## config.mk

```make
export PLATFORM = sky130hd
export DESIGN_NAME = priority_ready_queue
export DESIGN_NICKNAME = d
export VERILOG_FILES = /design/src/sv/prq_pkg.sv /design/src/sv/prq_datapath.sv /design/src/sv/prq_ctrl.sv /design/src/sv/priority_ready_queue.sv
export SDC_FILE = /design/constraint.sdc
export NUM_CORES = 1
export LEC_CHECK = 0
export ABC_AREA = 1
export BUFFER_PORTS_ARGS = -buffer_cell sky130_fd_sc_hd__buf_4
export CAP_MARGIN = 20
export CORE_ASPECT_RATIO = 0.9
export CORE_MARGIN = 5
export CORE_UTILIZATION = 45
export CTS_CLUSTER_SIZE = 30
export DETAILED_ROUTE_END_ITERATION = 8
export PLACE_DENSITY_LB_ADDON = 0.2
export SYNTH_ARGS = -nofsm -noshare
export SYNTH_HDL_FRONTEND = slang
export SYNTH_SLANG_ARGS = --single-unit
```

## constraint.sdc

```tcl
create_clock -name aclk -period 3.2 [get_ports aclk]
set_input_delay 0.16 -clock aclk [delete_from_list [all_inputs] [get_ports aclk]]
set_output_delay 0.16 -clock aclk [all_outputs]
set_load 0.02 [all_outputs]
```

## src/sv/prq_pkg.sv

```systemverilog
`timescale 1ns / 1ps
`default_nettype none

package prq_pkg;

    localparam int ID_W    = 5;
    localparam int NUM_IDS = 32;
    localparam int PRIO_W  = 8;
    localparam int COUNT_W = 6;

    localparam logic [1:0] CMD_INSERT = 2'd0;
    localparam logic [1:0] CMD_POP    = 2'd1;
    localparam logic [1:0] CMD_REMOVE = 2'd2;
    localparam logic [1:0] CMD_PEEK   = 2'd3;

    localparam logic [1:0] ST_OK    = 2'd0;
    localparam logic [1:0] ST_EMPTY = 2'd1;
    localparam logic [1:0] ST_FULL  = 2'd2;

    typedef struct packed {
        logic [1:0]        cmd;
        logic [ID_W-1:0]   proc_id;
        logic [PRIO_W-1:0] prio;
    } in_t;

    typedef struct packed {
        logic [1:0]         status;
        logic [ID_W-1:0]    out_id;
        logic [PRIO_W-1:0]  out_prio;
        logic               is_empty;
        logic [COUNT_W-1:0] entry_count;
    } out_t;

    // controller to datapath
    typedef struct packed {
        logic latch;
        logic start;
        logic step;
        logic place;
        logic finish;
    } prq_cmd_t;

    // datapath to controller
    typedef struct packed {
        logic reject;
        logic direct;
        logic stop;
        logic is_insert;
    } prq_stat_t;

endpackage

`default_nettype wire

```

## src/sv/prq_datapath.sv

```systemverilog
`timescale 1ns / 1ps
`default_nettype none

module prq_datapath #(
    parameter int QUEUE_DEPTH = 32,
    parameter int PRIO_BITS   = 8
) (
    input  wire logic              aclk,
    input  wire logic              aresetn,
    input  wire prq_pkg::in_t      s_data,
    input  wire prq_pkg::prq_cmd_t cmd,
    output prq_pkg::prq_stat_t     stat,
    output prq_pkg::out_t          m_data
);
    import prq_pkg::*;

    localparam int IDX_W  = $clog2(QUEUE_DEPTH);
    localparam int CNT_W  = $clog2(QUEUE_DEPTH + 1);
    localparam int KEEP_W = (PRIO_BITS < PRIO_W) ? PRIO_BITS : PRIO_W;
    localparam int ENT_W  = ID_W + KEEP_W;
    localparam logic [CNT_W-1:0] DEPTH_C = CNT_W'(QUEUE_DEPTH);

    logic [ENT_W-1:0] mem [QUEUE_DEPTH];

    logic [1:0]         cmd_reg, cmd_next;
    logic [ID_W-1:0]    id_reg, id_next;
    logic [KEEP_W-1:0]  prio_reg, prio_next;
    logic [CNT_W-1:0]   count_reg, count_next;
    logic [NUM_IDS-1:0] present_reg, present_next;
    logic [IDX_W-1:0]   addr_reg, addr_next;
    logic [CNT_W-1:0]   left_reg, left_next;
    logic               rd_vld_reg, rd_vld_next;
    logic [IDX_W-1:0]   rd_idx_reg, rd_idx_next;
    logic [ENT_W-1:0]   rd_data_reg;
    logic               found_reg, found_next;
    logic [ID_W-1:0]    res_id_reg, res_id_next;
    logic [KEEP_W-1:0]  res_prio_reg, res_prio_next;
    logic [IDX_W-1:0]   pos_reg, pos_next;
    out_t               m_data_reg, m_data_next;

    logic               mem_we, mem_re;
    logic [IDX_W-1:0]   mem_wa;
    logic [ENT_W-1:0]   mem_wd;

    logic               is_ins, is_pop, is_rem, is_peek;
    logic               reject, stop, match, last;
    logic [ID_W-1:0]    rd_id;
    logic [KEEP_W-1:0]  rd_prio;
    logic [CNT_W-1:0]   count_fin;

    assign is_ins  = (cmd_reg == CMD_INSERT);
    assign is_pop  = (cmd_reg == CMD_POP);
    assign is_rem  = (cmd_reg == CMD_REMOVE);
    assign is_peek = (cmd_reg == CMD_PEEK);

    assign rd_id   = rd_data_reg[ENT_W-1 -: ID_W];
    assign rd_prio = rd_data_reg[KEEP_W-1:0];
    assign last    = (CNT_W'(rd_idx_reg) == count_reg - CNT_W'(1));
    assign match   = is_pop ? (rd_idx_reg == '0) : (rd_id == id_reg);

    // presence bitmap answers duplicate and not-found checks up front
    always_comb begin
        if (is_ins) begin
            reject = (count_reg >= DEPTH_C) || present_reg[id_reg];
        end else if (is_rem) begin
            reject = !present_reg[id_reg];
        end else begin
            reject = (count_reg == '0);
        end
    end

    always_comb begin
        cmd_next      = cmd_reg;
        id_next       = id_reg;
        prio_next     = prio_reg;
        count_next    = count_reg;
        present_next  = present_reg;
        addr_next     = addr_reg;
        left_next     = left_reg;
        rd_vld_next   = 1'b0;
        rd_idx_next   = rd_idx_reg;
        found_next    = found_reg;
        res_id_next   = res_id_reg;
        res_prio_next = res_prio_reg;
        pos_next      = pos_reg;
        m_data_next   = m_data_reg;
        mem_we        = 1'b0;
        mem_re        = 1'b0;
        mem_wa        = pos_reg;
        mem_wd        = {id_reg, prio_reg};
        stop          = 1'b0;
        count_fin     = count_reg;

        if (cmd.latch) begin
            cmd_next   = s_data.cmd;
            id_next    = s_data.proc_id;
            prio_next  = s_data.prio[KEEP_W-1:0];
            found_next = 1'b0;
            pos_next   = '0;
        end

        if (cmd.start) begin
            addr_next = is_ins ? IDX_W'(count_reg - CNT_W'(1)) : '0;
            left_next = is_peek ? CNT_W'(1) : count_reg;
        end

        if (cmd.step && rd_vld_reg) begin
            if (is_ins) begin
                // walk from the tail, moving lower priorities up by one
                if (rd_prio < prio_reg) begin
                    mem_we = 1'b1;
                    mem_wa = rd_idx_reg + IDX_W'(1);
                    mem_wd = rd_data_reg;
                    if (rd_idx_reg == '0) begin
                        stop     = 1'b1;
                        pos_next = '0;
                    end
                end else begin
                    stop     = 1'b1;
                    pos_next = rd_idx_reg + IDX_W'(1);
                end
            end else if (is_peek) begin
                stop          = 1'b1;
                res_id_next   = rd_id;
                res_prio_next = rd_prio;
            end else begin
                // walk from the head, closing the gap behind the match
                if (found_reg) begin
                    mem_we = 1'b1;
                    mem_wa = rd_idx_reg - IDX_W'(1);
                    mem_wd = rd_data_reg;
                end else if (match) begin
                    found_next    = 1'b1;
                    res_id_next   = rd_id;
                    res_prio_next = rd_prio;
                end
                stop = last;
            end
        end

        if (cmd.step && (left_reg != '0) && !stop) begin
            mem_re      = 1'b1;
            rd_vld_next = 1'b1;
            rd_idx_next = addr_reg;
            addr_next   = is_ins ? addr_reg - IDX_W'(1) : addr_reg + IDX_W'(1);
            left_next   = left_reg - CNT_W'(1);
        end

        if (cmd.place) begin
            mem_we = 1'b1;
            mem_wa = pos_reg;
            mem_wd = {id_reg, prio_reg};
        end

        if (!reject) begin
            if (is_ins) begin
                count_fin = count_reg + CNT_W'(1);
            end else if (is_pop || is_rem) begin
                count_fin = count_reg - CNT_W'(1);
            end
        end

        if (cmd.finish) begin
            count_next = count_fin;
            if (!reject) begin
                if (is_ins) begin
                    present_next[id_reg] = 1'b1;
                end else if (is_pop || is_rem) begin
                    present_next[res_id_reg] = 1'b0;
                end
            end
            m_data_next.status      = reject ? (is_ins ? ST_FULL : ST_EMPTY) : ST_OK;
            m_data_next.out_id      = reject ? '0 : (is_ins ? id_reg : res_id_reg);
            m_data_next.out_prio    = reject ? '0 :
                                      (is_ins ? PRIO_W'(prio_reg) : PRIO_W'(res_prio_reg));
            m_data_next.is_empty    = (count_fin == '0);
            m_data_next.entry_count = COUNT_W'(count_fin);
        end
    end

    always_ff @(posedge aclk) begin
        if (!aresetn) begin
            count_reg   <= '0;
            present_reg <= '0;
            rd_vld_reg  <= 1'b0;
            left_reg    <= '0;
        end else begin
            count_reg   <= count_next;
            present_reg <= present_next;
            rd_vld_reg  <= rd_vld_next;
            left_reg    <= left_next;
        end
    end

    always_ff @(posedge aclk) begin
        cmd_reg      <= cmd_next;
        id_reg       <= id_next;
        prio_reg     <= prio_next;
        addr_reg     <= addr_next;
        rd_idx_reg   <= rd_idx_next;
        found_reg    <= found_next;
        res_id_reg   <= res_id_next;
        res_prio_reg <= res_prio_next;
        pos_reg      <= pos_next;
        m_data_reg   <= m_data_next;
    end

    always_ff @(posedge aclk) begin
        if (mem_we) begin
            mem[mem_wa] <= mem_wd;
        end
        if (mem_re) begin
            rd_data_reg <= mem[addr_reg];
        end
    end

    assign stat.reject    = reject;
    assign stat.direct    = is_ins && (count_reg == '0);
    assign stat.stop      = stop;
    assign stat.is_insert = is_ins;
    assign m_data         = m_data_reg;

    a_count_range: assert property (@(posedge aclk) disable iff (!aresetn)
        count_reg <= DEPTH_C)
        else $error("entry count above queue depth");

    a_bitmap_count: assert property (@(posedge aclk) disable iff (!aresetn)
        $countones(present_reg) == int'(count_reg))
        else $error("presence bitmap disagrees with entry count");

    a_remove_found: assert property (@(posedge aclk) disable iff (!aresetn)
        cmd.finish && !reject && is_rem |-> found_reg)
        else $error("remove finished without locating its id");

endmodule

`default_nettype wire

```

## src/sv/prq_ctrl.sv

```systemverilog
`timescale 1ns / 1ps
`default_nettype none

module prq_ctrl (
    input  wire logic               aclk,
    input  wire logic               aresetn,
    input  wire logic               s_valid,
    output logic                    s_ready,
    output logic                    m_valid,
    input  wire logic               m_ready,
    output prq_pkg::prq_cmd_t       cmd,
    input  wire prq_pkg::prq_stat_t stat
);
    import prq_pkg::*;

    localparam logic [2:0] S_IDLE   = 3'd0;
    localparam logic [2:0] S_START  = 3'd1;
    localparam logic [2:0] S_SCAN   = 3'd2;
    localparam logic [2:0] S_PLACE  = 3'd3;
    localparam logic [2:0] S_FINISH = 3'd4;

    logic [2:0] state_reg, state_next;
    logic       m_valid_reg, m_valid_next;
    logic       out_free;

    assign out_free = !m_valid_reg || m_ready;

    always_comb begin
        state_next   = state_reg;
        m_valid_next = m_valid_reg && !m_ready;
        cmd          = '0;
        case (state_reg)
            S_IDLE: begin
                if (s_valid) begin
                    cmd.latch  = 1'b1;
                    state_next = S_START;
                end
            end
            S_START: begin
                if (stat.reject) begin
                    state_next = S_FINISH;
                end else if (stat.direct) begin
                    state_next = S_PLACE;
                end else begin
                    cmd.start  = 1'b1;
                    state_next = S_SCAN;
                end
            end
            S_SCAN: begin
                cmd.step = 1'b1;
                if (stat.stop) begin
                    state_next = stat.is_insert ? S_PLACE : S_FINISH;
                end
            end
            S_PLACE: begin
                cmd.place  = 1'b1;
                state_next = S_FINISH;
            end
            S_FINISH: begin
                // result register must be free before the queue state commits
                if (out_free) begin
                    cmd.finish   = 1'b1;
                    m_valid_next = 1'b1;
                    state_next   = S_IDLE;
                end
            end
            default: begin
                state_next = S_IDLE;
            end
        endcase
    end

    always_ff @(posedge aclk) begin
        if (!aresetn) begin
            state_reg   <= S_IDLE;
            m_valid_reg <= 1'b0;
        end else begin
            state_reg   <= state_next;
            m_valid_reg <= m_valid_next;
        end
    end

    assign s_ready = (state_reg == S_IDLE);
    assign m_valid = m_valid_reg;

    a_stop_in_scan: assert property (@(posedge aclk) disable iff (!aresetn)
        stat.stop |-> state_reg == S_SCAN)
        else $error("scan stop outside scan state");

    a_finish_waits: assert property (@(posedge aclk) disable iff (!aresetn)
        state_reg == S_FINISH && m_valid_reg && !m_ready |=> state_reg == S_FINISH)
        else $error("finish left while result register busy");

    a_place_origin: assert property (@(posedge aclk) disable iff (!aresetn)
        state_reg == S_PLACE |-> $past(state_reg) == S_START || $past(state_reg) == S_SCAN)
        else $error("place entered from unexpected state");

endmodule

`default_nettype wire

```

## src/sv/priority_ready_queue.sv

```systemverilog
// Priority ready queue of process ids, highest priority first, arrival order
// among equal priorities.
// Input channel s_valid/s_ready/s_data carries one command per beat: insert,
// pop head, remove by id or peek head. Output channel m_valid/m_ready/m_data
// carries exactly one result beat per command: status, returned id and
// priority, empty flag and entry count after the command.
// Commands are handled one at a time. A refused command (full, duplicate,
// empty, id not queued) skips the walk and goes straight to its result;
// peek reads only the head entry; insert, pop and remove walk the entry
// memory one entry per cycle through its single read port; an insert into
// an empty queue is placed without a walk.
// The next command is accepted the cycle after the previous result is loaded.
// The result sits in an output register: a stalled receiver does not block
// acceptance of the next command, which finishes only once that register
// has been taken.
// Synchronous reset empties the queue at once; no clearing pass is needed
// since only occupied entries are ever read.
`timescale 1ns / 1ps
`default_nettype none

module priority_ready_queue #(
    parameter int QUEUE_DEPTH = 32,
    parameter int PRIO_BITS   = 8
) (
    input  wire logic         aclk,
    input  wire logic         aresetn,
    input  wire logic         s_valid,
    output logic              s_ready,
    input  wire prq_pkg::in_t s_data,
    output logic              m_valid,
    input  wire logic         m_ready,
    output prq_pkg::out_t     m_data
);
    import prq_pkg::*;

    prq_cmd_t  cmd;
    prq_stat_t stat;

    prq_ctrl u_ctrl (
        .aclk    (aclk),
        .aresetn (aresetn),
        .s_valid (s_valid),
        .s_ready (s_ready),
        .m_valid (m_valid),
        .m_ready (m_ready),
        .cmd     (cmd),
        .stat    (stat)
    );

    prq_datapath #(
        .QUEUE_DEPTH (QUEUE_DEPTH),
        .PRIO_BITS   (PRIO_BITS)
    ) u_datapath (
        .aclk    (aclk),
        .aresetn (aresetn),
        .s_data  (s_data),
        .cmd     (cmd),
        .stat    (stat),
        .m_data  (m_data)
    );

endmodule

`default_nettype wire
```

# Word-level counts from Yosys, hierarchy flattened
# Memory sizes are Yosys's and may differ from the RTL's. A register that Yosys moved wholly into a read port is not among the register bits.
# Cells that the tools add are included.
# Widths: inputs -> output; s select.
# classes
n_addsub,7
order_cmp,6
n_eq_ne,13
mux,85
n_bitwise,5
n_reduce_logical,26
# ops
op,n
$mux 5,19
$mux 13,6
$mux 32,2
$mux 1,38
$mux 6,6
$and 32x32->32,1
$mux 8,4
$not 32->32,1
$or 32x32->32,1
$mux 3,5
$pmux 3 s5,1
$logic_not 6->1,2
$lt 5x6->1 const B,2
$sub 6x1->6 const B,2
$add 5x1->5 const B,2
$demux 1 s5,2
$ge 5x1->1 const B,2
$sub 5x1->5 const B,2
$lt 8x8->1,1
$logic_and 1x1->1,7
$add 6x1->6 const B,1
$eq 3x2->1 const B,2
$eq 5x6->1,1
$ge 6x6->1 const B,1
19 further kinds,31
# word_totals
regBits,115
mem_bits_rw,416
out_inout_bits,24
word_cells,163
mem_count,1
# mem_list
memory,words,width,rd,rd_ports_with_merged_regs,wr,line_no,text
u_datapath.mem,32,13,1,1,1,prq_datapath.sv:23,logic [ENT_W-1:0] mem [QUEUE_DEPTH];

# Longest topological paths before layout
# depth
word_depth,9
depth_mapped,19

# By module
# A second synthesis with hierarchy kept.
# hier_totals
hier_cells,2199
hier_area_um2,23951.7
# modules_own_cells
module,n_inst,cells_each,area_per_inst_um2
prq_datapath,1,2152,23662.7
prq_ctrl,1,47,289.0

# Worst setup path after synthesis
# No wires, ideal clock.
# synth_timing
path_type,register to register
start,register u_datapath.rd_data_reg[7] (read register of u_datapath.mem)
end,memory u_datapath.mem[0][0] in the netlist's numbering (data pin)
arrival_ns,2.721
required_time_ns,2.746
path_slack_ns,0.025
path_stages_with_launch,9
period_less_slack_ns,3.175
cell_sequence,edfxtp_1 -> ha_1 -> nand2_1 -> o21a_1 -> nand2_1 -> nand2_1 -> inv_1 -> nor2_1 -> o21ai_0
# synth_between
elab_chain_cells,5
# synth_lines
item,line_no,text
from (decl),prq_datapath.sv:34,logic [ENT_W-1:0] rd_data_reg;
$lt 8x8->1,prq_datapath.sv:110,if (rd_prio < prio_reg) begin
$mux 13,prq_datapath.sv:110,
$mux 13,prq_datapath.sv:108,if (is_ins) begin
$mux 13,prq_datapath.sv:107,if (cmd.step && rd_vld_reg) begin
$mux 13,prq_datapath.sv:149,if (cmd.place) begin
via u_datapath.mem_wd[0],prq_datapath.sv:43,logic [ENT_W-1:0] mem_wd;
to (decl),prq_datapath.sv:23,
# The timed path passes the listed nets, and every way through them passes these cells.

# Worst setup path in the final report
# layout_timing
start,register u_datapath.rd_data_reg[7] (read register of u_datapath.mem)
end,memory u_datapath.mem[18][6] in the netlist's numbering (enable)
# layout_between
elab_chain_cells,7
elab_cells_between_ends,11
# layout_lines
item,line_no,text
$lt 8x8->1 (*),prq_datapath.sv:110,
$mux 1,prq_datapath.sv:110,
$mux 1,prq_datapath.sv:108,
$mux 1,prq_datapath.sv:107,
$mux 1,prq_datapath.sv:149,
$mux 1,prq_datapath.sv:209,if (mem_we) begin
$mux 1 (not written as such),prq_datapath.sv:210,mem[mem_wa] <= mem_wd;
# Mark *: on every way between the ends. The rest lies on a longest branch, timed or not.

==> results.md <==
* Largest net degree at the start of global routing at 107
* Max reg flops at 416
* Register Area at 15,800 um2
* Core ar. at 52,700 um2
* Share of layout cells above drive strength 1 at 11.7%
* CP Class: register to register
* R2R depth at 13
* DRC viols at 0
* Status: complete, no violations
* Drt initial violations at 2,250
* Clock network fraction of design power at 34.8%
* Clock buffer count from CTS at 55
* Highest-delay cell along the critical path: edfxtp_1
* Reg power frac at 43.4%
* Sw power at 0.00592 W
* Hold path endpoint: u_datapath.id_reg[0]
* IO buf count at 42
* Area grow syn2layout at 15.9%
* FMAX at 326 MHz
* WP data arrival at 3390 ps
* Pins over their slew limit at 0
* Reg2reg start: u_datapath.rd_data_reg[7]
* Global-route wire length before repair at 99,500 um
* Pint at 0.0135 W
* Synth warn at 0
* R2R Setup Slk at 130 ps
* Worst Setup Slack, final at 130 ps
* FP Rows at 80
* Post-synthesis cell area at 23,800 um2
* HP Start: s_data[8]
* Die area at 57,600 um2
* Final Core Density at 52.4%
* Placer Congestion at 0.900
* Skew-Pair Late Insertion Delay at 620 ps
* Die height at 228 um
* HPWL after DPL at 41,200 um
* Fin Clk Skew at 19.4 ps
* Sw Share at 30.4%
* Fin. Hold Viols at 0
* Number of max-cap violations at 0
* Clock slew at reported path FFs at 60 ps
* Vias per cell at 5.77
* TritonCTS clock tree: built
* Final wirelength at 66,000 um
* Worst Setup Start Kind: register
* Syn Inst Count at 2,202
* Cell total after placement at 2,922
* Hold Crit Class: input port to register
* Async S/R FF share, synth at 0%
* Most frequent cell after synthesis: edfxtp_1
* Leading area contributor after synthesis: edfxtp_1
* Pre-antenna DRT Iters at 6
* Pwr dens at 705 nW/um2
* Worst Hold Depth at 2
* Seq/Total Area, Yosys at 66.3%
* Critical Path RT at 3520 ps
* Commonest cells post-synth: edfxtp_1, nor2_1, o21ai_0
* Crit path capture type: register
* Worst setup path start: u_datapath.rd_data_reg[7]
* Slew margin rel. at 56.1%
* FF-to-FF End: u_datapath.mem[18][6]
* Clock tree sinks at 544
* Peak supply drop at 0.594 mV
* DRT antenna net count at 0
* Synthesized area per cell at 10.8 um2
* Num ports at 43
* Final Setup Violations at 0
* Synthesized Nets at 2,244
* Multi-input gate area at 7090 um2
* Antenna Cells at 0
* EDFF count, synth at 489
* Leak pwr at 9.73 nW
* Synth cell types at 44
* Critical path cell sequence: ha_1, a21oi_1, o21a_1, nand2_2, nor2_2, inv_1, o21ai_0, nand2_1, a21oi_2, nand2_2, buf_4, nor2_2, clkbuf_4
* Top post-synthesis cells by area: edfxtp_1, o21ai_0, nor2_1
* Antenna violations before repair at 0
* CP max stage delay at 440 ps
* Nets at 2,347
* Buf/Inv on CP at 3
* Final worst-path cycle share at 95.9%
* Logic pwr share at 21.8%
* Worst slew pin tran at 652 ps
* Initial Util at 45.2%
* Cell family with most CP delay: simple AND/OR/NAND/NOR gates
* Largest fanout on the critical path at 6
* Via count at 17,600
* Fin cells at 3,044
* Post-DP Area at 25,400 um2
* Routed len/inst at 21.7 um
* Post-synth top area share at 61.7%
* DP Worst Slack at 140 ps
* GRT Util Overall at 22.1%
* Finished Cell Area at 27,600 um2
* Vias in the first global route at 16,400
* FILL cells at 4,614
* CTS max path bufs at 3
* Clk root buf: clkbuf_16
* GR Overflow Total at 0
* Die X-Extent at 252 um
* H-tree Lvls at 2
* Ys flop type: edfxtp_1
* #FFs+latches synth at 544
* Period minus WS final at 3070 ps
routing by layer:
metal / GRT usage (%) / vias to the layer above / routed length, um
li1: - / 8143 / -
met1: 33.2 / 8492 / 29600
met2: 32.5 / 809 / 28700
met3: 4.23 / 109 / 5510
met4: 7.56 / 0 / 2180
met5: 0 / - / 0
worst register-to-register path, cell delays in order (launching register included):
cell      delay, ps
edfxtp_1        440
ha_1            340
a21oi_1         140
o21a_1          170
nand2_2         110
nor2_2          180
inv_1           120
o21ai_0         210
nand2_1         110
a21oi_2         170
nand2_2         160
buf_4           200
nor2_2          180
clkbuf_4        240
how the worst max path moves through the flow:
| stage | end | depth (start not counted) |
|---|---|---|
| finish | u_datapath.mem[18][6] | 13 |
| global route | u_datapath.mem[18][1] | 17 |
| CTS | u_datapath.mem[30][10] | 13 |
| detailed placement | u_datapath.mem[22][10] | 14 |
| global placement | u_datapath.mem[22][10] | 17 |
| floorplan | u_datapath.mem[0][0] | 8 |
power by group through the flow:
stage | sequential [W] | combinational (W) | clock (W)
2_1_floorplan | 0.00861 | 0.00243 | 0
3_3_place_gp | 0.00858 | 0.00410 | 0
3_5_place_dp | 0.00858 | 0.00414 | 0
4_1_cts | 0.00843 | 0.00417 | 0.00690
5_1_grt | 0.00844 | 0.00459 | 0.00720
6_report | 0.00843 | 0.00423 | 0.00677
through the flow:
step	hold slack (ps)	setup TNS, ps	total power [W]
after floorplan	259	0	0.0110
after detailed placement	340	0	0.0127
after global placement	341	0	0.0127
after global routing	250	-996	0.0202
after CTS	236	0	0.0195
final	270	0	0.0194
final cells by class:
class                      instances  share of cell area, %
clock inverter                    34                   1.70
inverter                         122                   1.69
multi-input combinational       1405                   25.7
clock buffer                      65                   5.13
timing repair buffer             177                   5.37
tap                              697                   3.16
sequential                       544                   57.2
kinds of logic (layout without fill, tap and decap cells):
kind of cell             count (synthesis)  after routing  synth area share (%)
AO/OA/AOI/OAI                          619            619                  15.0
XOR/XNOR                                18             18                 0.662
AND/OR/NAND/NOR                        742            742                  12.5
multiplexers                             3              3                 0.126
adder cells (fa/ha/maj)                 23             23                  1.24
flip-flops                             544            544                  66.3
buffers and inverters                  253            398                  4.20
what timing repair did:
action / in CTS / in global routing
setup buffers: 0 / 4
gates resized for setup: 0 / 21
setup endpoints to repair: 0 / 395
hold buffers: 18 / 0
hold endpoints to repair: 30 / 0
layout by cell type, fill, tap and decap left out, drive strengths merged:
cell type	n
o21bai	1
a221oi	3
nor3	10
bufinv	11
fa	1
dfxtp	55
a32oi	11
a21oi	90
nand3b	2
and2	1
o31ai	4
nor2	356
ha	22
xor2	12
mux2i	3
clkinv	24
xnor2	6
o21ai	361
dlygate4sd3	18
a31oi	16
inv	120
buf	158
clkinvlp	1
o22ai	42
o21a	1
o221ai	80
a31o	1
o32ai	3
nand2	287
edfxtp	489
a211oi	2
nand3	75
o211ai	3
o2111ai	1
clkbuf	66
nand4	11
Note: power is estimated with default switching activity, not from simulation.
